==> config.mk <==
export PLATFORM = sky130hd
export DESIGN_NAME = periodic_task_dispatcher_top
export DESIGN_NICKNAME = d
export VERILOG_FILES = /design/src/design/ptd_pkg.sv /design/src/design/ptd_div.sv /design/src/design/ptd_dp.sv /design/src/design/ptd_ctrl.sv /design/src/design/periodic_task_dispatcher_top.sv
export SDC_FILE = /design/constraint.sdc
export NUM_CORES = 1
export LEC_CHECK = 0
export ABC_AREA = 1
export BUFFER_PORTS_ARGS = -buffer_cell sky130_fd_sc_hd__buf_2
export CORE_MARGIN = 8
export CORE_UTILIZATION = 37
export CTS_CLUSTER_SIZE = 14
export DETAILED_ROUTE_END_ITERATION = 10
export PLACE_DENSITY = 0.52
export SLEW_MARGIN = 25
export SYNTH_ARGS = -nofsm -noshare
export SYNTH_HDL_FRONTEND = slang
export SYNTH_SLANG_ARGS = --single-unit
==> constraint.sdc <==
create_clock -name i_clk -period 7.4 [get_ports i_clk]
set_input_delay 1.11 -clock i_clk [delete_from_list [all_inputs] [get_ports i_clk]]
set_output_delay 1.11 -clock i_clk [all_outputs]
set_load 0.05 [all_outputs]
==> src/design/ptd_pkg.sv <==
// Package for the periodic task dispatcher: widths, codes and interface types
`timescale 1ns / 1ps

package ptd_pkg;

    localparam int DATA_W        = 16;
    localparam int TT_W          = 10;
    localparam int FUNC_W        = 2;
    localparam int ID_W          = 3;
    localparam int MASK_W        = 8;
    localparam int NUM_TASKS_DEF = 8;

    localparam logic [TT_W-1:0] TT_RESET = TT_W'(1);

    localparam logic [FUNC_W-1:0] FUNC_TICK   = 2'd0;
    localparam logic [FUNC_W-1:0] FUNC_CREATE = 2'd1;
    localparam logic [FUNC_W-1:0] FUNC_SET    = 2'd2;
    localparam logic [FUNC_W-1:0] FUNC_DELETE = 2'd3;

    typedef struct packed {
        logic [FUNC_W-1:0] func;
        logic [ID_W-1:0]   task_id;
        logic [DATA_W-1:0] period_ms;
        logic [DATA_W-1:0] initial_delay;
        logic              ready_req;
    } t_in_item;

    typedef struct packed {
        logic [MASK_W-1:0] due_mask;
        logic [DATA_W-1:0] tick_value;
    } t_out_item;

    // controller -> datapath
    typedef struct packed {
        logic load;       // input transfer: latch item, apply set/delete
        logic div_start;  // launch the serial divider
        logic mask_upd;   // fold divider remainder into the due mask
        logic slot_next;  // advance the slot walk
        logic create_wr;  // write the created task
        logic out_load;   // fill the result register, bump the tick counter
    } t_cmd;

    // datapath -> controller
    typedef struct packed {
        logic [FUNC_W-1:0] in_func;
        logic              div_done;
        logic              slot_elig;
        logic              slot_last;
    } t_sts;

endpackage

==> src/design/ptd_div.sv <==
// Restoring serial divider, one quotient bit per cycle
`timescale 1ns / 1ps

module ptd_div (
    input  logic                      i_clk,
    input  logic                      i_rst_n,
    input  logic                      i_start,
    input  logic [ptd_pkg::DATA_W-1:0] i_dividend,
    input  logic [ptd_pkg::DATA_W-1:0] i_divisor,
    output logic                      o_done,
    output logic [ptd_pkg::DATA_W-1:0] o_quot,
    output logic [ptd_pkg::DATA_W-1:0] o_rem
);

    localparam int W     = ptd_pkg::DATA_W;
    localparam int CNT_W = $clog2(W);

    logic             r_busy;
    logic             r_done;
    logic [CNT_W-1:0] r_cnt;
    logic [W-1:0]     r_quo;
    logic [W-1:0]     r_rem;
    logic [W-1:0]     r_dvs;

    logic [W:0]       w_trial;
    logic [W:0]       w_diff;
    logic             w_ge;
    logic [W-1:0]     n_rem;
    logic [W-1:0]     n_quo;

    always_comb begin
        w_trial = {r_rem, r_quo[W-1]};
        w_diff  = w_trial - {1'b0, r_dvs};
        w_ge    = (w_trial >= {1'b0, r_dvs});
        n_rem   = w_ge ? w_diff[W-1:0] : w_trial[W-1:0];
        n_quo   = {r_quo[W-2:0], w_ge};
    end

    always_ff @(posedge i_clk) begin
        if (!i_rst_n) begin
            r_busy <= 1'b0;
            r_done <= 1'b0;
            r_cnt  <= '0;
        end else begin
            r_done <= 1'b0;
            if (i_start) begin
                r_busy <= 1'b1;
                r_cnt  <= '0;
            end else if (r_busy) begin
                r_cnt <= r_cnt + CNT_W'(1);
                if (r_cnt == CNT_W'(W - 1)) begin
                    r_busy <= 1'b0;
                    r_done <= 1'b1;
                end
            end
        end
    end

    // dividend shifts out of the quotient register as quotient bits shift in
    always_ff @(posedge i_clk) begin
        if (i_start) begin
            r_quo <= i_dividend;
            r_rem <= '0;
            r_dvs <= i_divisor;
        end else if (r_busy) begin
            r_quo <= n_quo;
            r_rem <= n_rem;
        end
    end

    assign o_done = r_done;
    assign o_quot = r_quo;
    assign o_rem  = r_rem;

endmodule

==> src/design/ptd_dp.sv <==
// Datapath: task table, tick counter, configuration register, divider, result register
`timescale 1ns / 1ps

module ptd_dp #(
    parameter int NUM_TASKS = ptd_pkg::NUM_TASKS_DEF
) (
    input  logic                    i_clk,
    input  logic                    i_rst_n,
    input  ptd_pkg::t_cmd           i_cmd,
    output ptd_pkg::t_sts           o_sts,
    input  ptd_pkg::t_in_item       i_in,
    input  logic                    i_cfg_we,
    input  logic [ptd_pkg::TT_W-1:0] i_cfg_data,
    output ptd_pkg::t_out_item      o_out
);

    localparam int W      = ptd_pkg::DATA_W;
    localparam int TT_W   = ptd_pkg::TT_W;
    localparam int MASK_W = ptd_pkg::MASK_W;
    localparam int ID_W   = ptd_pkg::ID_W;
    localparam int SLOT_W = (NUM_TASKS > 1) ? $clog2(NUM_TASKS) : 1;

    logic [TT_W-1:0]         r_tt;
    logic [W-1:0]            r_tick;
    logic [NUM_TASKS-1:0]    r_valid;
    logic [NUM_TASKS-1:0]    r_ready;
    logic [W-1:0]            r_period [NUM_TASKS];
    logic [ptd_pkg::FUNC_W-1:0] r_func;
    logic [ID_W-1:0]         r_id;
    logic [W-1:0]            r_sum;
    logic [SLOT_W-1:0]       r_slot;
    logic [MASK_W-1:0]       r_mask;
    ptd_pkg::t_out_item      r_out;

    logic [TT_W-1:0]         w_tt;
    logic [2*W-1:0]          w_prod;
    logic [W-1:0]            n_sum;
    logic [W-1:0]            w_per;
    logic                    w_is_tick;
    logic [W-1:0]            w_dividend;
    logic [W-1:0]            w_divisor;
    logic                    w_div_done;
    logic [W-1:0]            w_quot;
    logic [W-1:0]            w_rem;

    // a tick time of zero behaves as one
    assign w_tt   = (r_tt == '0) ? TT_W'(1) : r_tt;
    assign w_prod = i_in.initial_delay * {{(W-TT_W){1'b0}}, w_tt};
    assign n_sum  = i_in.period_ms + w_prod[W-1:0];
    assign w_per  = r_period[r_slot];

    assign w_is_tick  = (r_func == ptd_pkg::FUNC_TICK);
    assign w_dividend = w_is_tick ? r_tick : r_sum;
    assign w_divisor  = w_is_tick ? w_per : {{(W-TT_W){1'b0}}, w_tt};

    ptd_div u_div (
        .i_clk      (i_clk),
        .i_rst_n    (i_rst_n),
        .i_start    (i_cmd.div_start),
        .i_dividend (w_dividend),
        .i_divisor  (w_divisor),
        .o_done     (w_div_done),
        .o_quot     (w_quot),
        .o_rem      (w_rem)
    );

    always_ff @(posedge i_clk) begin
        if (!i_rst_n) begin
            r_tt    <= ptd_pkg::TT_RESET;
            r_tick  <= '0;
            r_valid <= '0;
            r_ready <= '0;
        end else begin
            if (i_cfg_we) begin
                r_tt <= i_cfg_data;
            end
            if (i_cmd.out_load) begin
                r_tick <= r_tick + W'(1);
            end
            for (int i = 0; i < NUM_TASKS; i++) begin
                if (i_cmd.load && int'(i_in.task_id) == i) begin
                    if (i_in.func == ptd_pkg::FUNC_SET) begin
                        r_ready[i] <= i_in.ready_req;
                    end else if (i_in.func == ptd_pkg::FUNC_DELETE) begin
                        r_valid[i] <= 1'b0;
                    end
                end
                if (i_cmd.create_wr && int'(r_id) == i) begin
                    r_valid[i] <= 1'b1;
                    r_ready[i] <= 1'b1;
                end
            end
        end
    end

    always_ff @(posedge i_clk) begin
        for (int i = 0; i < NUM_TASKS; i++) begin
            if (i_cmd.create_wr && int'(r_id) == i) begin
                r_period[i] <= w_quot;
            end
        end
        if (i_cmd.load) begin
            r_func <= i_in.func;
            r_id   <= i_in.task_id;
            r_sum  <= n_sum;
            r_slot <= '0;
            r_mask <= '0;
        end else begin
            if (i_cmd.mask_upd && w_rem == '0) begin
                // slots past the mask width shift out to nothing
                r_mask <= r_mask | (MASK_W'(1) << r_slot);
            end
            if (i_cmd.slot_next) begin
                r_slot <= r_slot + SLOT_W'(1);
            end
        end
        if (i_cmd.out_load) begin
            r_out.due_mask   <= r_mask;
            r_out.tick_value <= r_tick;
        end
    end

    always_comb begin
        o_sts.in_func   = i_in.func;
        o_sts.div_done  = w_div_done;
        o_sts.slot_elig = r_valid[r_slot] && r_ready[r_slot] && (w_per != '0);
        o_sts.slot_last = (r_slot == SLOT_W'(NUM_TASKS - 1));
    end

    assign o_out = r_out;

endmodule

==> src/design/ptd_ctrl.sv <==
// Controller: sequences item handling, the slot walk and the result handshake
`timescale 1ns / 1ps

module ptd_ctrl (
    input  logic          i_clk,
    input  logic          i_rst_n,
    input  logic          i_in_valid,
    output logic          o_in_stall,
    output logic          o_out_valid,
    input  logic          i_out_stall,
    input  ptd_pkg::t_sts i_sts,
    output ptd_pkg::t_cmd o_cmd
);

    localparam logic [2:0] S_IDLE   = 3'd0;
    localparam logic [2:0] S_CSTART = 3'd1;
    localparam logic [2:0] S_CWAIT  = 3'd2;
    localparam logic [2:0] S_TSTART = 3'd3;
    localparam logic [2:0] S_TWAIT  = 3'd4;
    localparam logic [2:0] S_TOUT   = 3'd5;

    logic [2:0] r_state;
    logic [2:0] n_state;
    logic       r_out_vld;
    logic       n_out_vld;
    logic       w_accept;
    logic       w_out_free;

    assign w_accept   = i_in_valid && (r_state == S_IDLE);
    assign w_out_free = !r_out_vld || !i_out_stall;

    always_comb begin
        n_state   = r_state;
        o_cmd     = '0;
        n_out_vld = r_out_vld && i_out_stall;
        unique case (r_state)
            S_IDLE: begin
                if (w_accept) begin
                    o_cmd.load = 1'b1;
                    if (i_sts.in_func == ptd_pkg::FUNC_TICK) begin
                        n_state = S_TSTART;
                    end else if (i_sts.in_func == ptd_pkg::FUNC_CREATE) begin
                        n_state = S_CSTART;
                    end
                end
            end
            S_CSTART: begin
                o_cmd.div_start = 1'b1;
                n_state = S_CWAIT;
            end
            S_CWAIT: begin
                if (i_sts.div_done) begin
                    o_cmd.create_wr = 1'b1;
                    n_state = S_IDLE;
                end
            end
            S_TSTART: begin
                if (i_sts.slot_elig) begin
                    o_cmd.div_start = 1'b1;
                    n_state = S_TWAIT;
                end else if (i_sts.slot_last) begin
                    n_state = S_TOUT;
                end else begin
                    o_cmd.slot_next = 1'b1;
                end
            end
            S_TWAIT: begin
                if (i_sts.div_done) begin
                    o_cmd.mask_upd = 1'b1;
                    if (i_sts.slot_last) begin
                        n_state = S_TOUT;
                    end else begin
                        o_cmd.slot_next = 1'b1;
                        n_state = S_TSTART;
                    end
                end
            end
            S_TOUT: begin
                if (w_out_free) begin
                    o_cmd.out_load = 1'b1;
                    n_out_vld = 1'b1;
                    n_state = S_IDLE;
                end
            end
            default: begin
                n_state = S_IDLE;
            end
        endcase
    end

    always_ff @(posedge i_clk) begin
        if (!i_rst_n) begin
            r_state   <= S_IDLE;
            r_out_vld <= 1'b0;
        end else begin
            r_state   <= n_state;
            r_out_vld <= n_out_vld;
        end
    end

    assign o_in_stall  = (r_state != S_IDLE);
    assign o_out_valid = r_out_vld;

endmodule

==> src/design/periodic_task_dispatcher_top.sv <==
// Top level of the periodic task dispatcher
`timescale 1ns / 1ps

// Time-triggered task dispatcher. Set-state and delete items are applied on
// acceptance. A create item converts the period to ticks: period plus initial
// delay times tick time is divided by the tick time in a 16-step serial
// divider. A tick item walks the NUM_TASKS slots one at a time: an eligible
// slot (valid, ready, nonzero period) uses the same divider to form counter
// mod period, any other slot is skipped, and the result then waits for the
// previous one to be taken. The result sits in an output register, so the
// next item is taken while it waits. Slots at or above the mask width never
// show in due_mask; task ids at or above NUM_TASKS are ignored. The tick-time
// register is written through its own port; the user must write it only while
// no item is in flight (not enforced by the block); a value of zero acts as one.
module periodic_task_dispatcher_top #(
    parameter int NUM_TASKS = ptd_pkg::NUM_TASKS_DEF
) (
    input  logic                     i_clk,
    input  logic                     i_rst_n,
    input  logic                     i_in_valid,
    output logic                     o_in_stall,
    input  ptd_pkg::t_in_item        i_in,
    output logic                     o_out_valid,
    input  logic                     i_out_stall,
    output ptd_pkg::t_out_item       o_out,
    input  logic                     i_cfg_valid,
    output logic                     o_cfg_ready,
    input  logic [ptd_pkg::TT_W-1:0] i_cfg_data
);

    ptd_pkg::t_cmd w_cmd;
    ptd_pkg::t_sts w_sts;

    assign o_cfg_ready = 1'b1;

    ptd_ctrl u_ctrl (
        .i_clk       (i_clk),
        .i_rst_n     (i_rst_n),
        .i_in_valid  (i_in_valid),
        .o_in_stall  (o_in_stall),
        .o_out_valid (o_out_valid),
        .i_out_stall (i_out_stall),
        .i_sts       (w_sts),
        .o_cmd       (w_cmd)
    );

    ptd_dp #(
        .NUM_TASKS (NUM_TASKS)
    ) u_dp (
        .i_clk      (i_clk),
        .i_rst_n    (i_rst_n),
        .i_cmd      (w_cmd),
        .o_sts      (w_sts),
        .i_in       (i_in),
        .i_cfg_we   (i_cfg_valid && o_cfg_ready),
        .i_cfg_data (i_cfg_data),
        .o_out      (o_out)
    );

endmodule

Word-level counts from Yosys, hierarchy flattened

Memory sizes are Yosys's and may differ from the RTL's. A register that Yosys moved wholly into a read port is not among the register bits.
Cells that the tools add are included.

Flip-flop bits (word level): 156
Input port bits: 53
Output and inout port bits: 27
Memories kept: 1
Word-level logic and storage cells: 282
RAM bits: 128

Memory list:

| memory        | words | width | rd ports | clocked after memory_dff | wr ports | line         | source |
|---|---|---|---|---|---|---|---|
| u_dp.r_period | 8     | 16    | 1        | 1                        | 1        | ptd_dp.sv:27 | `logic [W-1:0] r_period [NUM_TASKS];` |

Reductions and logical operators: 84
Magnitude comparators: 2
Add/sub/neg operators: 5
Bitwise logic cells: 3
Shift operators: 1
$mul: 1
Mux-type cells: 113
Equal/unequal tests: 38

Operators with widths:

| cell                                                                  | count |
|---|---|
| 16-bit two-way mux                                                    | 11 |
| 16-bit OR reduction                                                   | 7 |
| 1-bit two-way mux                                                     | 76 |
| 3-bit two-way mux                                                     | 18 |
| 2-bit nonzero test                                                    | 25 |
| 3-bit equality test, second input constant                            | 11 |
| 3-bit AND reduction                                                   | 8 |
| 1-bit logical AND                                                     | 21 |
| 10-bit two-way mux                                                    | 2 |
| 3-bit by 2-bit equality test with 1-bit output, second input constant | 6 |
| 3-bit case mux with 6 select lines                                    | 1 |
| 17-bit by 16-bit greater-or-equal comparator with 1-bit output        | 1 |
| 16-bit by 1-bit adder with 16-bit output, second input constant       | 1 |
| 16-bit adder                                                          | 1 |
| 16-bit logical NOT                                                    | 1 |
| 16-bit by 10-bit multiplier with 16-bit output                        | 1 |
| 2-bit AND reduction                                                   | 8 |
| 16-bit nonzero test                                                   | 1 |
| 16-bit subtractor                                                     | 1 |
| 2-bit != test, second input constant                                  | 7 |
| 10-bit logical NOT                                                    | 1 |
| 2-bit by 1-bit != test with 1-bit output, second input constant       | 5 |
| 3-bit by 1-bit equality test with 1-bit output, second input constant | 3 |
| 3-bit logical NOT                                                     | 3 |
| 21 further kinds                                                      | 27 |

Logic depth before layout (Yosys ltp)

Depth after elaboration: 13
Gate-level depth with buffers: 22
Mapped depth without buffers: 20

Modules after synthesis

From an unflattened synthesis, not the netlist that was laid out.

Cell total of the unflattened synthesis: 1,899
Area, all modules: 16,772.3 µm²

Modules (own cells, without submodules):

| module                       | instances | cells each | area each (µm²) |
|---|---|---|---|
| ptd_dp                       | 1         | 1,383      | 13,085.0 |
| ptd_div                      | 1         | 439        | 3,285.7 |
| ptd_ctrl                     | 1         | 75         | 390.4 |
| periodic_task_dispatcher_top | 1         | 2          | 11.3 |

Worst setup path after synthesis

Ideal clock, no wire load.

Kind: input -> register
From: in i_in[6] in the netlist's numbering
To: reg u_dp.r_sum[13], data pin
Slack: 1.768 ns
Data required time: 7.135 ns
Library setup time: 0.265 ns
Data arrival time: 5.367 ns
Stages: 20
Cell sequence: clkbuf_1 > nand2_1 > fa_1 > inv_1 > fa_1 > inv_1 > fa_1 > inv_1 > fa_1 > inv_1 > fa_1 > inv_1 > ha_1 > nand2_1 > inv_1 > nand4_1 > o2111ai_1 > a21oi_1 > o21ai_0 > xor2_1

Word-level cells in the longest chain between the ends: 2

RTL lines:

| item                                           | line                               | source |
|---|---|---|
| from (decl)                                    | periodic_task_dispatcher_top.sv:22 | `input ptd_pkg::t_in_item i_in,` |
| 16-bit by 10-bit multiplier with 16-bit output | ptd_dp.sv:48                       | `assign w_prod = i_in.initial_delay * {{(W-TT_W){1'b0}}, w_tt};` |
| 16-bit adder                                   | ptd_dp.sv:49                       | `assign n_sum = i_in.period_ms + w_prod[W-1:0];` |
| net u_dp.n_sum[13]                             | ptd_dp.sv:37                       | `logic [W-1:0] n_sum;` |
| to (signal assigned)                           | ptd_dp.sv:105                      | `r_sum <= n_sum;` |
| to (decl)                                      | ptd_dp.sv:30                       | `logic [W-1:0] r_sum;` |

The timed path passes the listed nets, and every way through them passes these cells.
A chain may end at the register's enable or synchronous reset.

Worst setup path in the final report

From: reg u_dp.r_tt[2]
To: reg u_dp.r_sum[13], data pin

Word-level cells in the longest chain between the ends: 4

RTL lines:

| item                                               | line         | source |
|---|---|---|
| from (decl)                                        | ptd_dp.sv:23 | `logic [TT_W-1:0] r_tt;` |
| from (signal assigned)                             | ptd_dp.sv:69 | `r_tt <= ptd_pkg::TT_RESET;` |
| from (signal assigned)                             | ptd_dp.sv:75 | `r_tt <= i_cfg_data;` |
| 10-bit logical NOT                                 | ptd_dp.sv:47 | `assign w_tt = (r_tt == '0) ? TT_W'(1) : r_tt;` |
| 10-bit two-way mux (*)                             | ptd_dp.sv:47 |  |
| 16-bit by 10-bit multiplier with 16-bit output (*) | ptd_dp.sv:48 |  |
| 16-bit adder (*)                                   | ptd_dp.sv:49 |  |
| net u_dp.n_sum[13]                                 | ptd_dp.sv:37 |  |

Mark *: on every way through the listed nets, which the timed path passes. The rest lies on a longest branch.

==> results_dict.tcl <==
set metrics [dict create \
    period_share_pct 74.0 \
    layout_setup_ws_ps 1930 \
    leading_cell_types_by_total_area_after_synthesis "sky130_fd_sc_hd__edfxtp_1, sky130_fd_sc_hd__nand2_1, sky130_fd_sc_hd__fa_1" \
    ys_async_sr_fraction_pct 0 \
    htree_num_levels 2 \
    placement_rows 77 \
    post_cts.repair.setup_buffers 0 \
    finalPower_mw 6.62 \
    drt_first_pass_iters 6 \
    irDropWorstVdd_v 0.000187 \
    fp.coreArea_um2 44300 \
    startpoint_type "flop" \
    vias 12400 \
    cts-root-to-sink-buffers 3 \
    pre_cts_slack_ps 1570 \
    setup-violations-final 0 \
    synth_edf_count 205 \
    dieWidth_um 228 \
    post_drt_wl_per_cell_um 17.2 \
    pwr-share-comb_pct 38.1 \
    synth-seq-area-share_pct 46.9 \
    cp_max_fo 17 \
    tightest_slew_ps 1020 \
    io_pins 80 \
    layout.cells.non_filler 2576 \
    fp.dieArea_um2 52000 \
    hold_buffers 0 \
    final_layout_size_suffix_gt1_share_pct 8.52 \
    synth_top_area_share_pct 37.0 \
    globalRouteOverflowTotal 0 \
    hp-class "reg2reg" \
    run_status "completed" \
    synthesis.nets 2093 \
    layout_min_cycle_time_ps 5470 \
    switchingPower_mw 2.67 \
    yosysWarningCount 0 \
    dieHeight_um 228 \
    cts_tree "built" \
    worstSetupPathType "reg2reg" \
    clk_latency_worst_skew_pair_ps 540 \
    grtUsageTotal_pct 16.9 \
    largest_net_degree_at_the_start_of_global_routing 65 \
    clockRootBuffer "sky130_fd_sc_hd__clkbuf_16" \
    cts.repair.resized 0 \
    postSynthRegisterBits 287 \
    grt_setup_unrepaired "no" \
    antenna_violating_nets_post_route 0 \
    areaGrowthSynthToFinish_pct 12.2 \
    fin_setup_tns_ps 0 \
    timing.clock.skew_ps 39.1 \
    wire_length_of_the_first_global_routing_pass_mm 70.7 \
    placement.io_buffers 78 \
    detailedPlacementHpwl_mm 31.9 \
    synthDistinctLibCells 45 \
    net_switching_fraction_of_the_power_pct 40.3 \
    pwr-share-clk_pct 24.9 \
    total_leakage_power_nw 8.45 \
    cp.required_ps 7640 \
    place.detailed.instances 2512 \
    clk_pin_slew_ps 50 \
    drv.max_cap_violation_count 0 \
    grt_antenna_before_repair 0 \
    netlist.top_cell.by_area "sky130_fd_sc_hd__edfxtp_1" \
    design.final.nets 2153 \
    drt_first_iter_violations 856 \
    power.sequential.fraction_pct 37.0 \
    post_synth.cell_area_avg_um2 8.77 \
    n_fill_cell 4499 \
    gpl.final_weighted_congestion 0.891 \
    number_of_hold_violations_in_the_final_report 0 \
    relSlewSlack_pct 31.6 \
    worst-endpoint-arrival_ps 5720 \
    max_clock_freq_mhz 183 \
    internal_power_mw 3.96 \
    final-max-slew-violation-count 0 \
    num_antenna_cells 0 \
    cts_inserted_buffers 35 \
    drt_drc_violations_left 0 \
    start_util_pct 37.5 \
    syn_inst 1897 \
    vias_in_the_first_global_route 12500 \
    end_kind "flop" \
    power_density_nw_per_um2 355 \
    number_of_vias_per_cell 4.80 \
    hold-worst-slack_ps 432 \
    synthesis.area_um2 16600 \
    postSynth.topFlopCell "sky130_fd_sc_hd__edfxtp_1" \
    routed_wirelength_mm 44.4 \
    numClockSinks 287 \
]
[cell usage after synthesis, types with 4 or more instances]
cell                       instances
sky130_fd_sc_hd__a21o_1            5
sky130_fd_sc_hd__a21oi_1         102
sky130_fd_sc_hd__a31oi_1           8
sky130_fd_sc_hd__buf_1             4
sky130_fd_sc_hd__buf_2            18
sky130_fd_sc_hd__buf_4             7
sky130_fd_sc_hd__buf_6             4
sky130_fd_sc_hd__clkbuf_1         35
sky130_fd_sc_hd__dfxtp_1          82
sky130_fd_sc_hd__edfxtp_1        205
sky130_fd_sc_hd__fa_1             85
sky130_fd_sc_hd__ha_1             58
sky130_fd_sc_hd__inv_1           366
sky130_fd_sc_hd__inv_2             4
sky130_fd_sc_hd__nand2_1         512
sky130_fd_sc_hd__nand3_1          94
sky130_fd_sc_hd__nand4_1          15
sky130_fd_sc_hd__nor2_1          100
sky130_fd_sc_hd__nor3_1           14
sky130_fd_sc_hd__o211ai_1          5
sky130_fd_sc_hd__o21ai_0          71
sky130_fd_sc_hd__o21ai_1          25
sky130_fd_sc_hd__o31ai_1           8
sky130_fd_sc_hd__xnor2_1          19
sky130_fd_sc_hd__xor2_1           21
[per-layer routing]
metal | GRT usage [%] | vias to the layer above | routed length [um]
met5 | 0 | - | 0
met4 | 3.95 | 0 | 780
met3 | 2.36 | 47 | 2070
met2 | 28.3 | 276 | 20800
met1 | 23.0 | 5946 | 20800
li1 | - | 6099 | -
[flip-flops by register name (all words and copies together), names as in the netlist, 10 cells and up, named ones only]
register           flops
u_dp.r_period        128
u_dp.u_div.o_rem      16
u_dp.u_div.o_quot     16
u_dp.u_div.r_dvs      16
u_dp.r_tt             10
u_dp.r_sum            16
u_dp.r_tick           16
u_dp.o_out            24
[worst max-delay path, cell delays in order (launching register included)]
cell and delay [ps]:
sky130_fd_sc_hd__dfxtp_1 870, sky130_fd_sc_hd__nand2_1 170, sky130_fd_sc_hd__fa_1 560, sky130_fd_sc_hd__inv_1 60
sky130_fd_sc_hd__fa_1 500, sky130_fd_sc_hd__inv_1 50, sky130_fd_sc_hd__fa_1 480, sky130_fd_sc_hd__inv_1 60
sky130_fd_sc_hd__fa_1 530, sky130_fd_sc_hd__inv_1 50, sky130_fd_sc_hd__fa_1 520, sky130_fd_sc_hd__inv_1 40
sky130_fd_sc_hd__ha_1 340, sky130_fd_sc_hd__nand2_1 130, sky130_fd_sc_hd__inv_1 50, sky130_fd_sc_hd__nand4_1 80
sky130_fd_sc_hd__o2111ai_1 160, sky130_fd_sc_hd__a21oi_1 260, sky130_fd_sc_hd__o21ai_0 140, sky130_fd_sc_hd__xor2_1 150
[power by group through the flow]
stage | clock network, mW | registers, mW | logic, mW
floorplan | 0 | 2.33 | 1.94
global placement | 0 | 2.47 | 2.53
detailed placement | 0 | 2.48 | 2.54
CTS | 1.69 | 2.45 | 2.55
global route | 1.75 | 2.48 | 2.88
finish | 1.65 | 2.45 | 2.52
[metrics by stage]
stage,instance area (um2),utilization [%]
floorplan,16600,-
global placement,17600,39.6
detailed placement,17600,39.6
CTS,18700,42.1
global route,18700,42.1
finish,18700,42.1
[cell families (layout without fill, tap and decap cells)]
family | after synthesis | count (layout) | synth area share, %
and+or+nand+nor | 752 | 752 | 18.4
xor gates and xnor gates | 40 | 40 | 2.11
AOI/OAI and AO/OA | 234 | 234 | 7.56
DFF | 287 | 287 | 46.9
buffers and inverters | 439 | 526 | 10.4
muxes | 1 | 1 | 0.0602
adders and majority gates | 143 | 143 | 14.6
other | 1 | 1 | 0.0225
[layout make-up]
cell class	count	area, um2	share of cell area (%)
Multi-Input combinational cell	1171	7140	38.2
Inverter	371	1400	7.47
Tap cell	592	741	3.97
Clock inverter	20	189	1.01
Clock buffer	44	920	4.93
Sequential cell	287	7800	41.8
Timing Repair Buffer	91	488	2.61
[final timing paths]
path / from / to / slack (ps) / cells after the start
worst min register to register: u_dp.r_mask[0] / u_dp.o_out[16] / 430 / 0
worst max register to register: u_dp.r_tt[2] / u_dp.r_sum[13] / 1930 / 19
worst min-delay path: u_dp.r_mask[0] / u_dp.o_out[16] / 430 / 0
worst max-delay path: u_dp.r_tt[2] / u_dp.r_sum[13] / 1930 / 19
[cell usage in the layout (no fill, tap or decap), types with 5 or more instances in the layout]
| cell type | count |
|---|---|
| sky130_fd_sc_hd__nand2_1 | 511 |
| sky130_fd_sc_hd__inv_1 | 364 |
| sky130_fd_sc_hd__edfxtp_1 | 205 |
| sky130_fd_sc_hd__a21oi_1 | 102 |
| sky130_fd_sc_hd__nand3_1 | 94 |
| sky130_fd_sc_hd__nor2_1 | 91 |
| sky130_fd_sc_hd__fa_1 | 85 |
| sky130_fd_sc_hd__dfxtp_1 | 81 |
| sky130_fd_sc_hd__buf_2 | 78 |
| sky130_fd_sc_hd__o21ai_0 | 71 |
| sky130_fd_sc_hd__ha_1 | 58 |
| sky130_fd_sc_hd__clkbuf_16 | 35 |
| sky130_fd_sc_hd__o21ai_1 | 25 |
| sky130_fd_sc_hd__xor2_1 | 21 |
| sky130_fd_sc_hd__xnor2_1 | 19 |
| sky130_fd_sc_hd__nand4_1 | 15 |
| sky130_fd_sc_hd__nor3_1 | 14 |
| sky130_fd_sc_hd__buf_4 | 13 |
| sky130_fd_sc_hd__nor2_2 | 11 |
| sky130_fd_sc_hd__a31oi_1 | 8 |
| sky130_fd_sc_hd__o31ai_1 | 8 |
| sky130_fd_sc_hd__clkbuf_1 | 8 |
| sky130_fd_sc_hd__clkinv_2 | 8 |
| sky130_fd_sc_hd__clkinv_1 | 7 |
| sky130_fd_sc_hd__inv_2 | 5 |
| sky130_fd_sc_hd__a21o_1 | 5 |
| sky130_fd_sc_hd__o211ai_1 | 5 |
(Power assumes the default switching activity.)
